**src/breakpoint_table_interpolator_macros.svh**
```systemverilog
// ----------------------------------------------------------------------------
// Breakpoint table interpolator assertion macros
// Shared helpers for the concurrent checks of the interpolator.
// ----------------------------------------------------------------------------
`ifndef BREAKPOINT_TABLE_INTERPOLATOR_MACROS_SVH
`define BREAKPOINT_TABLE_INTERPOLATOR_MACROS_SVH

// The consequent must hold in the same cycle as the antecedent.
`define BTI_ASSERT_SAME(label, clk, rst, ante, cons, msg) \
   label: assert property (@(posedge clk) disable iff (rst) (ante) |-> (cons)) \
      else $error(msg);

// The consequent must hold in the cycle after the antecedent.
`define BTI_ASSERT_NEXT(label, clk, rst, ante, cons, msg) \
   label: assert property (@(posedge clk) disable iff (rst) (ante) |=> (cons)) \
      else $error(msg);

`endif

```
**src/bti_pkg.sv**
```systemverilog
// ----------------------------------------------------------------------------
// bti_pkg
// Types, constants and helpers shared by the breakpoint table interpolator.
// ----------------------------------------------------------------------------
`default_nettype none

package bti_pkg;

   // Table and field sizes.
   localparam int DEFAULT_DEPTH = 64;
   localparam int SLOT_W        = 6;
   localparam int DATA_W        = 32;
   localparam int CNT_W         = 7;
   localparam int MODE_W        = 2;
   localparam int FRAC_BITS     = 30;
   localparam int ACC_W         = 40;
   localparam int REQ_TDATA_W   = 72;

   // Register indexes of the configuration port.
   localparam logic CSR_MODE  = 1'b0;
   localparam logic CSR_COUNT = 1'b1;

   // Commands carried in tuser.
   localparam logic CMD_WRITE  = 1'b0;
   localparam logic CMD_SAMPLE = 1'b1;

   // Interpolation modes.
   localparam logic [MODE_W-1:0] MODE_STEP    = 2'd0;
   localparam logic [MODE_W-1:0] MODE_NEAREST = 2'd1;
   localparam logic [MODE_W-1:0] MODE_LINEAR  = 2'd2;
   localparam logic [MODE_W-1:0] MODE_CUBIC   = 2'd3;

   // Reset values of the registers.
   localparam logic [MODE_W-1:0] MODE_RESET  = MODE_LINEAR;
   localparam logic [CNT_W-1:0]  COUNT_RESET = 7'd1;

   // Sequencer states.
   typedef enum logic [3:0] {
      ST_IDLE,
      ST_CHK0,
      ST_CHKN,
      ST_SCAN,
      ST_FETCH,
      ST_FRAC,
      ST_DIV,
      ST_MLO,
      ST_MHI,
      ST_MADD,
      ST_EMIT
   } state_type;

   // Status of the fraction divider.
   typedef struct packed {
      logic busy;
      logic done;
   } div_status_type;

   // Clamp a wide signed value to the signed 32-bit range.
   function automatic logic [DATA_W-1:0] sat32(input logic signed [ACC_W-1:0] x);
      logic [DATA_W-1:0] r;
      if (x > 40'sh007FFFFFFF) begin
         r = 32'h7FFFFFFF;
      end else if (x < $signed(40'hFF80000000)) begin
         r = 32'h80000000;
      end else begin
         r = x[DATA_W-1:0];
      end
      return r;
   endfunction

endpackage

`default_nettype wire

```
**src/bti_div.sv**
```systemverilog
// ----------------------------------------------------------------------------
// bti_div
// Restoring divider giving floor(num * 2^30 / den) for num < den, one bit a cycle.
// ----------------------------------------------------------------------------
`default_nettype none

module bti_div
   import bti_pkg::*;
(
   input  wire logic                 clock,
   input  wire logic                 reset,
   input  wire logic                 start,
   input  wire logic [DATA_W-1:0]    num,
   input  wire logic [DATA_W-1:0]    den,
   output      logic [FRAC_BITS-1:0] quot,
   output      div_status_type       status
);

   localparam int STEP_W = $clog2(FRAC_BITS + 1);

   logic [DATA_W-1:0]    rem_ff, rem_in;
   logic [DATA_W-1:0]    den_ff, den_in;
   logic [FRAC_BITS-1:0] q_ff, q_in;
   logic [STEP_W-1:0]    cnt_ff, cnt_in;
   logic                 busy_ff, busy_in;
   logic                 done_ff, done_in;
   logic [DATA_W:0]      rem2;
   logic [DATA_W:0]      diff;
   logic                 ge;

   // One shift and trial subtract per cycle.
   assign rem2 = {rem_ff, 1'b0};
   assign diff = rem2 - {1'b0, den_ff};
   assign ge   = rem2 >= {1'b0, den_ff};

   always_comb begin
      rem_in  = rem_ff;
      den_in  = den_ff;
      q_in    = q_ff;
      cnt_in  = cnt_ff;
      busy_in = busy_ff;
      done_in = 1'b0;
      if (start) begin
         rem_in  = num;
         den_in  = den;
         cnt_in  = '0;
         busy_in = 1'b1;
      end else if (busy_ff) begin
         rem_in = ge ? diff[DATA_W-1:0] : rem2[DATA_W-1:0];
         q_in   = {q_ff[FRAC_BITS-2:0], ge};
         cnt_in = cnt_ff + 1'b1;
         if (cnt_ff == STEP_W'(FRAC_BITS - 1)) begin
            busy_in = 1'b0;
            done_in = 1'b1;
         end
      end
   end

   // Control state.
   always_ff @(posedge clock) begin
      if (reset) begin
         busy_ff <= 1'b0;
         done_ff <= 1'b0;
      end else begin
         busy_ff <= busy_in;
         done_ff <= done_in;
      end
   end

   // Datapath.
   always_ff @(posedge clock) begin
      rem_ff <= rem_in;
      den_ff <= den_in;
      q_ff   <= q_in;
      cnt_ff <= cnt_in;
   end

   assign quot        = q_ff;
   assign status.busy = busy_ff;
   assign status.done = done_ff;

endmodule

`default_nettype wire
```
**config.mk**
```make
export PLATFORM = sky130hd
export DESIGN_NAME = bti_div
export DESIGN_NICKNAME = d
export VERILOG_FILES = /design/src/breakpoint_table_interpolator_macros.svh /design/src/bti_pkg.sv /design/src/bti_div.sv
export SDC_FILE = /design/constraint.sdc
export NUM_CORES = 1
export LEC_CHECK = 0
export BUFFER_PORTS_ARGS = -buffer_cell sky130_fd_sc_hd__buf_2
export CAP_MARGIN = 20
export CORE_MARGIN = 3
export CORE_UTILIZATION = 45
export CTS_BUF_LIST = sky130_fd_sc_hd__clkbuf_8
export DETAILED_ROUTE_END_ITERATION = 16
export GPL_ROUTABILITY_DRIVEN = 1
export MAX_ROUTING_LAYER = met4
export PLACE_DENSITY = 0.69
export SYNTH_ARGS = -nofsm -noshare
export SYNTH_HDL_FRONTEND = slang
export SYNTH_SLANG_ARGS = --single-unit
```
**constraint.sdc**
```tcl
create_clock -name clock -period 3.09 [get_ports clock]
set_input_delay 0.1545 -clock clock [delete_from_list [all_inputs] [get_ports clock]]
set_output_delay 0.1545 -clock clock [all_outputs]
set_load 0.02 [all_outputs]
```
==> metrics.txt, run 1 <==
final std cells w/o fill=850; kind of start point of the critical path=flop; buffer levels on the longest clock path=2; number of instances in the synthesized netlist=505; Final Max Tran Viols=0; Peak supply drop=0.000496 V; fraction of synthesized area in multiplexers=0.0888; layout overhead on the synthesized area=30.2%; Achievable Freq=0.319 GHz; Final Hold Violating Endpoints=0; nets=779; wire length of the first global-routing pass=20900 um; net switching share of the total power=0.358; full die area=14300 um2; fraction of the mapped netlist area in simple logic gates=0.0983; setup repair after global routing missed its margin=true; share of power burned in registers=0.331; area leader, netlist=sky130_fd_sc_hd__edfxtp_1; Final GP Congestion=0.906; most frequent cell after synthesis=sky130_fd_sc_hd__edfxtp_1; cell repeated most along the worst path=sky130_fd_sc_hd__mux2_4; crit path capture type=flop; synthesized-area fraction occupied by ao, oa, aoi and oai cells=0.139; setup TNS=-0.236 ns; Max Fanout on Critical Path=6; synth top area cells=sky130_fd_sc_hd__edfxtp_1, sky130_fd_sc_hd__ha_1, sky130_fd_sc_hd__mux2_2; post-layout total power=5.64 mW; Maximum Capacitance Violations=0; final critical-path setup slack=-0.0437 ns; TritonRoute pass-1 iters=5; Crit path arrival time=3.28 ns; total placed cells including tap cells=793; failing checks=negative setup slack; CP Cell Sequence=inv_1, ha_4, a21oi_2, o21ai_2, or3_4, a211oi_4, nor4_4, o21a_4, nor2_8, clkinv_8, mux2_4, mux2_4; I/O pin total=99; vias in the first global route=4391; run status=finished, violations left; largest net degree at the start of global routing=37; Via Count=4455; clock-pin slew on the worst setup and hold paths=0.11 ns; total non-filler cell area in the finished layout=7540 um2; unique cell type count in the Yosys netlist=56; placed wire-length estimate after detailed placement=9140 um; Hold Crit Class=input pin to flop; internal power contribution=3.63 mW; antenna violations before repair=0; sum of routed wire length over all layers=13200 um; total power divided by cell area=749 nW/um2; sequential cell area fraction in the yosys report=0.512; DIE WIDTH=119 um; number of flops mapped to enable cells by yosys=94; final critical-path required period=3.13 ns; initial core utilization=0.470; clock share of power=0.162; Seq cells post-synth=101; predominant post-synthesis flop cell=sky130_fd_sc_hd__edfxtp_1; fraction of registers with async set or reset after synthesis=0; area share of xor/xnor cells in the synthesized design=0.0408; Fillers=1037; most used standard cells in the synthesized netlist=sky130_fd_sc_hd__edfxtp_1, sky130_fd_sc_hd__a21oi_1, sky130_fd_sc_hd__inv_1; Total Routing Usage GR=0.186; total setup violations reported at the end of the flow=11; die span in y=119 um; Comb pwr share=0.507; Syn Area/Cell=11.5 um2; Synth Cell Area=5790 um2; Cell Area, Placed=6720 um2; cell at the slowest stage of the critical path=sky130_fd_sc_hd__edfxtp_1; worst slew margin relative to its limit=0.424; # port buffers=98; floorplan core area=12300 um2; final core occ=0.612; P_leak=3.26 nW; TritonCTS clock tree=done; combinational family with the most area after synthesis=compound AO/OA/AOI/OAI gates; number of antenna repair diodes=0; # H-tree levels=3; worst hold margin=0.0580 ns; cell at the root of the clock tree=sky130_fd_sc_hd__clkbuf_8; warnings from Yosys=0; Initial DRC Count=279; synthesized netlist net count=607; type of the worst setup path=flop to flop; average wire per standard cell=15.6 um; required time of the critical path=3.24 ns; final antenna-violating net count=0; total overflow reported by the global router=0; # DRC=0; skew final=0.0156 ns; via/cell ratio=5.24; Num CTS Buffers=9; Yosys top cell area share=0.487; latest clock arrival within the worst-skew pair=0.40 ns; delay contributed by the slowest stage of the critical path=0.39 ns; CTS Sinks=101; sw power=2.02 mW; fraction of final layout cells with drive strength greater than 1=0.343; worst-margin pin slew=0.863 ns; Rows=40; worst slack at placement=-0.185 ns; Synth Area in Adders=0.0769; fin crit share=1.01
[per-layer routing]
metal	track usage	up-vias	share of wire
li1	-	2207	-
met1	0.244	2100	0.45
met4	0.0565	0	0.015
met5	-	-	0
met3	0.0404	19	0.057
met2	0.294	129	0.48
[worst max-delay path: cells and delay by family, from the launching register on]
kind	cells	cell delay, ns
AO/OA/AOI/OAI	4	0.78
AND/OR/NAND/NOR	3	0.68
multiplexers	2	0.58
flip-flops	1	0.39
adder cells (fa/ha/maj)	1	0.23
buffers and inverters	2	0.23
[logic make-up (layout without fill, tap and decap cells)]
family                     after synthesis  in the layout
AOI/OAI and AO/OA                      126            126
and+or+nand+nor                        112            112
DFF                                    101            101
buffers and inverters                   61            238
muxes                                   43             43
adders and majority gates               35             35
xor gates and xnor gates                27             27
[final timing paths]
check	startpoint	end	slack [ns]	depth (start not counted)
worst max-delay path	den_ff[12]	rem_ff[8]	-0.04	12
worst min-delay path	num[7]	rem_ff[7]	0.06	2
worst max register to register	den_ff[12]	rem_ff[8]	-0.04	12
worst min register to register	quot[11]	quot[12]	0.46	0
[what timing repair did]
| action | CTS | global route |
|---|---|---|
| hold buffers | 33 | 0 |
| endpoints found under the setup margin | 25 | 29 |
| pin swaps | 2 | 9 |
| gates resized for setup | 4 | 41 |
| gates cloned | 0 | 2 |
| buffers inserted | 0 | 7 |
| endpoints found under the hold margin | 34 | 0 |
[state kept, by name, summed over array words and instances, names as in the netlist]
name,count
done_ff,1
den_ff,32
cnt_ff,5
rem_ff,32
quot,30
busy_ff,1
[cell usage in the layout (no fill, tap or decap), types with 12 or more instances in the layout]
cell type / n
sky130_fd_sc_hd__buf_2: 98
sky130_fd_sc_hd__edfxtp_1: 94
sky130_fd_sc_hd__buf_4: 46
sky130_fd_sc_hd__inv_1: 40
sky130_fd_sc_hd__a21oi_1: 40
sky130_fd_sc_hd__dlygate4sd3_1: 33
sky130_fd_sc_hd__ha_1: 28
sky130_fd_sc_hd__nand2_1: 27
sky130_fd_sc_hd__nor2_1: 27
sky130_fd_sc_hd__mux2_4: 20
sky130_fd_sc_hd__a21o_1: 18
sky130_fd_sc_hd__mux2_2: 18
sky130_fd_sc_hd__xnor2_1: 17
sky130_fd_sc_hd__o21ai_0: 12
[power groups by stage]
stage,combinational [mW],clock [mW],sequential [mW]
4_1_cts,2.53,0.943,1.86
5_1_grt,3.13,0.997,1.89
6_report,2.86,0.912,1.87
3_5_place_dp,2.47,0,1.89
2_1_floorplan,1.80,0,1.87
3_3_place_gp,2.43,0,1.88
[layout make-up]
cell class	instances	area, um2	area share
Timing Repair inverter	2	20.0	0.00266
Multi-Input combinational cell	343	2790	0.370
Inverter	43	174	0.0231
Sequential cell	101	2960	0.393
Timing Repair Buffer	177	1170	0.155
Clock buffer	9	124	0.0164
Clock inverter	7	90.1	0.0120
Tap cell	168	210	0.0279
No activity file was read; power rests on OpenSTA's default activity.
==> inputs of run 2 (changes only) <==
- MAX_ROUTING_LAYER: met4 -> not set
==> run 2 against run 1 <==
  * The run now ends clean
  * Wire length grew 0.78%
  * Clock skew grew 0.0024 ns
  * Critical endpoint is now rem_ff[12]
  * First-iteration DRC count shrank 2.9%
  * Non-clock buffer count is the same
  * Total power grew 0.37%
  * Clock power is essentially flat
  * Sequential share of layout area shrank 0.14 points
==> metrics.txt, run 2 (synthesized netlist as in run 1, its figures left out) <==
delay contributed by the slowest stage of the critical path=0.44 ns (+0.05 ns); Rows=40 (unchanged); I/O pin total=99 (unchanged); floorplan core area=12300 um2 (unchanged); die span in y=119 um (unchanged); final core occ=0.614 (+0.00224); Cell Area, Placed=6730 um2 (+0.11%); final std cells w/o fill=850 (unchanged); number of antenna repair diodes=0 (unchanged); most frequent standard cell in the layout excluding fill and tap cells=sky130_fd_sc_hd__buf_2; TritonCTS clock tree=done; via/cell ratio=5.27 (+0.54%); layout overhead on the synthesized area=30.6%; kind of start point of the critical path=flop; skew final=0.0179 ns (+0.00237 ns); worst slew margin relative to its limit=0.420 (-0.00436); reg-to-reg slack, setup=0.02 ns (+0.07 ns); # DRC=0 (unchanged); crit path capture type=flop; nets=779 (unchanged); required time of the critical path=3.24 ns (about the same); Total Routing Usage GR=0.186 (-0.000994); total non-filler cell area in the finished layout=7560 um2 (+0.37%); placed wire-length estimate after detailed placement=9280 um (+1.6%); antenna violations before repair=0 (unchanged); buffer levels on the longest clock path=2 (unchanged); Maximum Capacitance Violations=0 (unchanged); Num CTS Buffers=9 (unchanged); Achievable Freq=0.326 GHz (+2.2%); CP Cell Sequence=ha_4, a21o_1, o21bai_4, or3_4, a211oi_4, nor4_4, o21a_4, nor2_8, inv_6, mux2_4, mux2_2; largest net degree at the start of global routing=37 (unchanged); most frequent cells in the layout=sky130_fd_sc_hd__buf_2, sky130_fd_sc_hd__edfxtp_1, sky130_fd_sc_hd__buf_4; final critical-path required period=3.07 ns (-0.0668 ns); CTS Sinks=101 (unchanged); setup repair after global routing missed its margin=true; Via Count=4479 (+0.54%); TritonRoute pass-1 iters=4 (-1); fraction of final layout cells with drive strength greater than 1=0.356 (+0.0132); total placed cells including tap cells=794 (+0.13%); Crit path arrival time=3.22 ns (-0.06 ns); final antenna-violating net count=0 (unchanged); cell at the slowest stage of the critical path=sky130_fd_sc_hd__edfxtp_1; Final Hold Violating Endpoints=0 (unchanged); average wire per standard cell=15.7 um (+0.78%); fin crit share=0.993 (-0.0216); type of the worst setup path=flop to flop; P_leak=3.24 nW (-0.57%); Final GP Congestion=0.886 (-2.2%); worst hold margin=0.0306 ns (-0.0274 ns); sum of routed wire length over all layers=13300 um (+0.78%); total overflow reported by the global router=0 (unchanged); run status=finished, final reports clean; clock-pin slew on the worst setup and hold paths=0.11 ns (about the same); # port buffers=98 (unchanged); worst-margin pin slew=0.870 ns (+0.00654 ns); Max Fanout on Critical Path=11 (+5); wire length of the first global-routing pass=21300 um (+1.9%); Fillers=1031 (-0.58%); Final Max Tran Viols=0 (unchanged); Initial DRC Count=271 (-2.9%); vias in the first global route=4554 (+3.7%); initial core utilization=0.470 (unchanged); Peak supply drop=0.000467 V (-6.0%); Hold Crit Class=input pin to flop; # H-tree levels=3 (unchanged); cell at the root of the clock tree=sky130_fd_sc_hd__clkbuf_8; latest clock arrival within the worst-skew pair=0.41 ns (about the same); DIE WIDTH=119 um (unchanged); total power divided by cell area=749 nW/um2 (about the same); total setup violations reported at the end of the flow=0 (-11); full die area=14300 um2 (unchanged)
==> run 2: cell count changes in the layout (fill, tap and decap cells not counted), sizes merged <==
| cell | delta |
|---|---|
| clkinv | -1 |
| inv | +1 |
==> run 2: per-layer routing <==
layer / vias up / part of all wire / track usage
li1: 2208 / - / -
met5: - / 0 / 0
met4: 0 / 0.012 / 0.0437
met2: 132 / 0.48 / 0.313
met3: 15 / 0.069 / 0.0503
met1: 2124 / 0.44 / 0.238
==> run 2: power by group <==
part           switching [mW]  internal (mW)
combinational            1.40           1.48
sequential              0.123           1.75
clock                   0.515          0.396
total                    2.04           3.63
==> run 2: worst max-delay path, delay by kind of cell, from the launching register on <==
| kind | cells | cell delay [ns] |
|---|---|---|
| compound gates | 4 | 0.81 |
| simple gates | 3 | 0.63 |
| mux | 2 | 0.57 |
| flops | 1 | 0.44 |
| fa+ha+maj | 1 | 0.24 |
| buf+inv | 1 | 0.12 |
==> run 2: worst paths after layout <==
path                   start    endpoint  depth (start not counted)
setup / recovery  rem_ff[17]  rem_ff[12]                         11
hold / removal       num[19]  rem_ff[19]                          3
setup reg to reg  rem_ff[17]  rem_ff[12]                         11
hold reg to reg      quot[2]     quot[3]                          0
==> run 2: per-stage QoR <==
stage	setup slack, ns	TNS [ns]	total power, mW
after floorplan	0.00454	0	3.67
after global placement	-0.0447	-0.499	4.32
after detailed placement	-0.210	-3.26	4.37
after CTS	0.00274	0	5.34
after global routing	-0.0619	-0.600	6.05
final	0.0231	0	5.66
==> run 2: final cells by class <==
class | count | area (um2) | area share
Clock inverter | 7 | 87.6 | 0.0116
Clock buffer | 9 | 124 | 0.0164
Timing Repair Buffer | 177 | 1170 | 0.154
Sequential cell | 101 | 2960 | 0.392
Inverter | 43 | 174 | 0.0230
Tap cell | 168 | 210 | 0.0278
Timing Repair inverter | 2 | 17.5 | 0.00232
Multi-Input combinational cell | 343 | 2820 | 0.373
==> run 2: what timing repair did <==
action,CTS,global route
pin swaps,2,12
setup endpoints to repair,23,28
setup buffers,0,5
gates cloned,0,2
hold buffers,33,0
endpoints found under the hold margin,34,0
resized for setup,3,48
==> inputs of run 3 (changes only) <==
- GPL_TIMING_DRIVEN: not set -> 0
==> run 3 against run 2 <==
  * The flow now finishes with violations (negative setup slack)
  * Wire length rose by 3.8%
  * Sequential share of layout area increased by 0.23 points
  * Fmax shrank 2.5%
  * Worst hold slack gained 0.026 ns
  * Sequential power hardly changed
  * Global-route usage up 0.72 points
  * Die area unchanged
  * Largest power group unchanged
==> metrics.txt, run 3 (synthesized netlist as in run 1, its figures left out) <==
run status=finished, violations left; failing checks=negative setup slack; Top Family by Delay on Critical Path=compound AO/OA/AOI/OAI gates; Final Max Tran Viols=0 (unchanged); clock share of power=0.141 (-0.020); most frequent standard cell in the layout excluding fill and tap cells=sky130_fd_sc_hd__buf_2; initial core utilization=0.470 (unchanged); worst-margin pin slew=0.883 ns (+0.0133 ns); largest net degree at the start of global routing=34 (-8.1%); via/cell ratio=5.43 (+3.1%); CTS Sinks=101 (unchanged); post-layout total power=5.52 mW (-2.5%); Num CTS Buffers=9 (unchanged); type of the worst setup path=flop to flop; worst slack at placement=-0.576 ns (-0.366 ns); TritonCTS clock tree=done; Total Routing Usage GR=0.193 (+0.00715); most frequent cells in the layout=sky130_fd_sc_hd__buf_2, sky130_fd_sc_hd__edfxtp_1, sky130_fd_sc_hd__inv_1; Hold Crit Class=input pin to flop; antenna violations before repair=0 (unchanged); floorplan core area=12300 um2 (unchanged); Rows=40 (unchanged); final antenna-violating net count=0 (unchanged); # port buffers=98 (unchanged); Via Count=4551 (+1.6%); total setup violations reported at the end of the flow=16 (+16); worst slew margin relative to its limit=0.411 (-0.00887); Initial DRC Count=266 (-1.8%); average wire per standard cell=16.5 um (+5.2%); P_leak=3.18 nW (-2.0%); Maximum Capacitance Violations=0 (unchanged); crit path capture type=flop; fin crit share=1.02 (+0.0254); Final GP Congestion=0.853 (-3.7%); total power divided by cell area=734 nW/um2 (-1.9%); # H-tree levels=3 (unchanged); buffer levels on the longest clock path=2 (unchanged); area taken by multi-input logic gates=2890 um2 (+2.2%); Comb pwr share=0.520 (+0.012); Achievable Freq=0.318 GHz (-2.5%); Crit path arrival time=3.28 ns (+0.06 ns); setup TNS=-0.312 ns (-0.312 ns); met2 WL post-DR=6690 um (+4.2%); kind of start point of the critical path=flop; # DRC=0 (unchanged); net switching share of the total power=0.363 (+0.00349); wl on met1=5980 um (+2.2%); final critical-path setup slack=-0.0554 ns (-0.0785 ns); vias in the first global route=4581 (+0.59%); Fillers=1011 (-1.9%); cell repeated most along the worst path=sky130_fd_sc_hd__mux2_4; DIE WIDTH=119 um (unchanged); die span in y=119 um (unchanged); total overflow reported by the global router=0 (unchanged); TritonRoute pass-1 iters=5 (+1); latest clock arrival within the worst-skew pair=0.39 ns (-0.02 ns); share of power burned in registers=0.340 (+0.009); Max Fanout on Critical Path=8 (-3); placed wire-length estimate after detailed placement=9240 um (-0.38%); detailed-routed wire length on met3=881 um (-3.6%); Final Hold Violating Endpoints=0 (unchanged); layout overhead on the synthesized area=29.9%; delay contributed by the slowest stage of the critical path=0.44 ns (about the same); CP Cell Sequence=ha_4, a21o_1, o21bai_4, or3_4, a211oi_4, nor4_4, o21a_4, nor2_8, inv_8, buf_12, mux2_4, mux2_4; setup repair after global routing missed its margin=true; skew final=0.0182 ns (+0.000238 ns); required time of the critical path=3.22 ns (-0.02 ns); number of buffer and inverter stages on the critical path=2 (+1); wire length of the first global-routing pass=22000 um (+3.4%); I/O pin total=99 (unchanged); internal power contribution=3.51 mW (-3.0%); cell at the slowest stage of the critical path=sky130_fd_sc_hd__edfxtp_1; full die area=14300 um2 (unchanged); nets=767 (-1.5%); highest layer used for signal routing=met4; Storage cell area=2960 um2 (unchanged); Peak supply drop=0.000422 V (-9.5%); number of antenna repair diodes=0 (unchanged); fraction of final layout cells with drive strength greater than 1=0.334 (-0.0220); final critical-path required period=3.15 ns (+0.0785 ns); clock-pin slew on the worst setup and hold paths=0.11 ns (about the same); sw power=2.01 mW (-1.6%); sum of routed wire length over all layers=13800 um (+3.8%); cell at the root of the clock tree=sky130_fd_sc_hd__clkbuf_8
## run 3: power by group through the flow
stage / combinational [mW] / clock, mW / sequential [mW]
floorplan: 1.80 / 0 / 1.87
global placement: 2.20 / 0 / 1.88
detailed placement: 2.25 / 0 / 1.89
CTS: 2.60 / 0.810 / 1.87
global route: 3.11 / 0.864 / 1.90
finish: 2.87 / 0.777 / 1.88
## run 3: what timing repair did
| item | CTS | global route |
|---|---|---|
| cloned | 1 | 0 |
| resized for setup | 41 | 26 |
| buffers inserted | 9 | 11 |
| pin swaps | 15 | 20 |
| hold endpoints to repair | 34 | 0 |
| hold buffers | 33 | 0 |
| endpoints found under the setup margin | 30 | 31 |
## run 3: per-layer routing
layer  up-vias  global-route usage
li1       2177                   -
met1      2172               0.246
met2       167               0.322
met3        35              0.0470
met4         0              0.0637
met5         -                   0
## run 3: worst paths after layout
check	startpoint	endpoint	slack, ns	depth (start not counted)
setup reg to reg	rem_ff[17]	rem_ff[11]	-0.06	12
hold / removal	num[23]	rem_ff[23]	0.06	2
setup / recovery	rem_ff[17]	rem_ff[11]	-0.06	12
hold reg to reg	quot[21]	quot[22]	0.45	0
## run 3: final cells by class
type | instances | area share
Sequential cell | 101 | 0.394
Multi-Input combinational cell | 343 | 0.384
Timing Repair Buffer | 152 | 0.135
Tap cell | 168 | 0.0279
Inverter | 43 | 0.0228
Clock buffer | 9 | 0.0165
Buffer | 15 | 0.0130
Clock inverter | 7 | 0.00682
## run 3: per-stage QoR
stage               hold WS (ns)  cells   util  cell area [um2]
CTS                       0.0380    831  0.596             7340
global placement           0.328    771  0.529             6510
finish                    0.0564    838  0.611             7520
floorplan                  0.227    505      -             5810
global route              0.0469    838  0.611             7520
detailed placement         0.333    772  0.530             6530
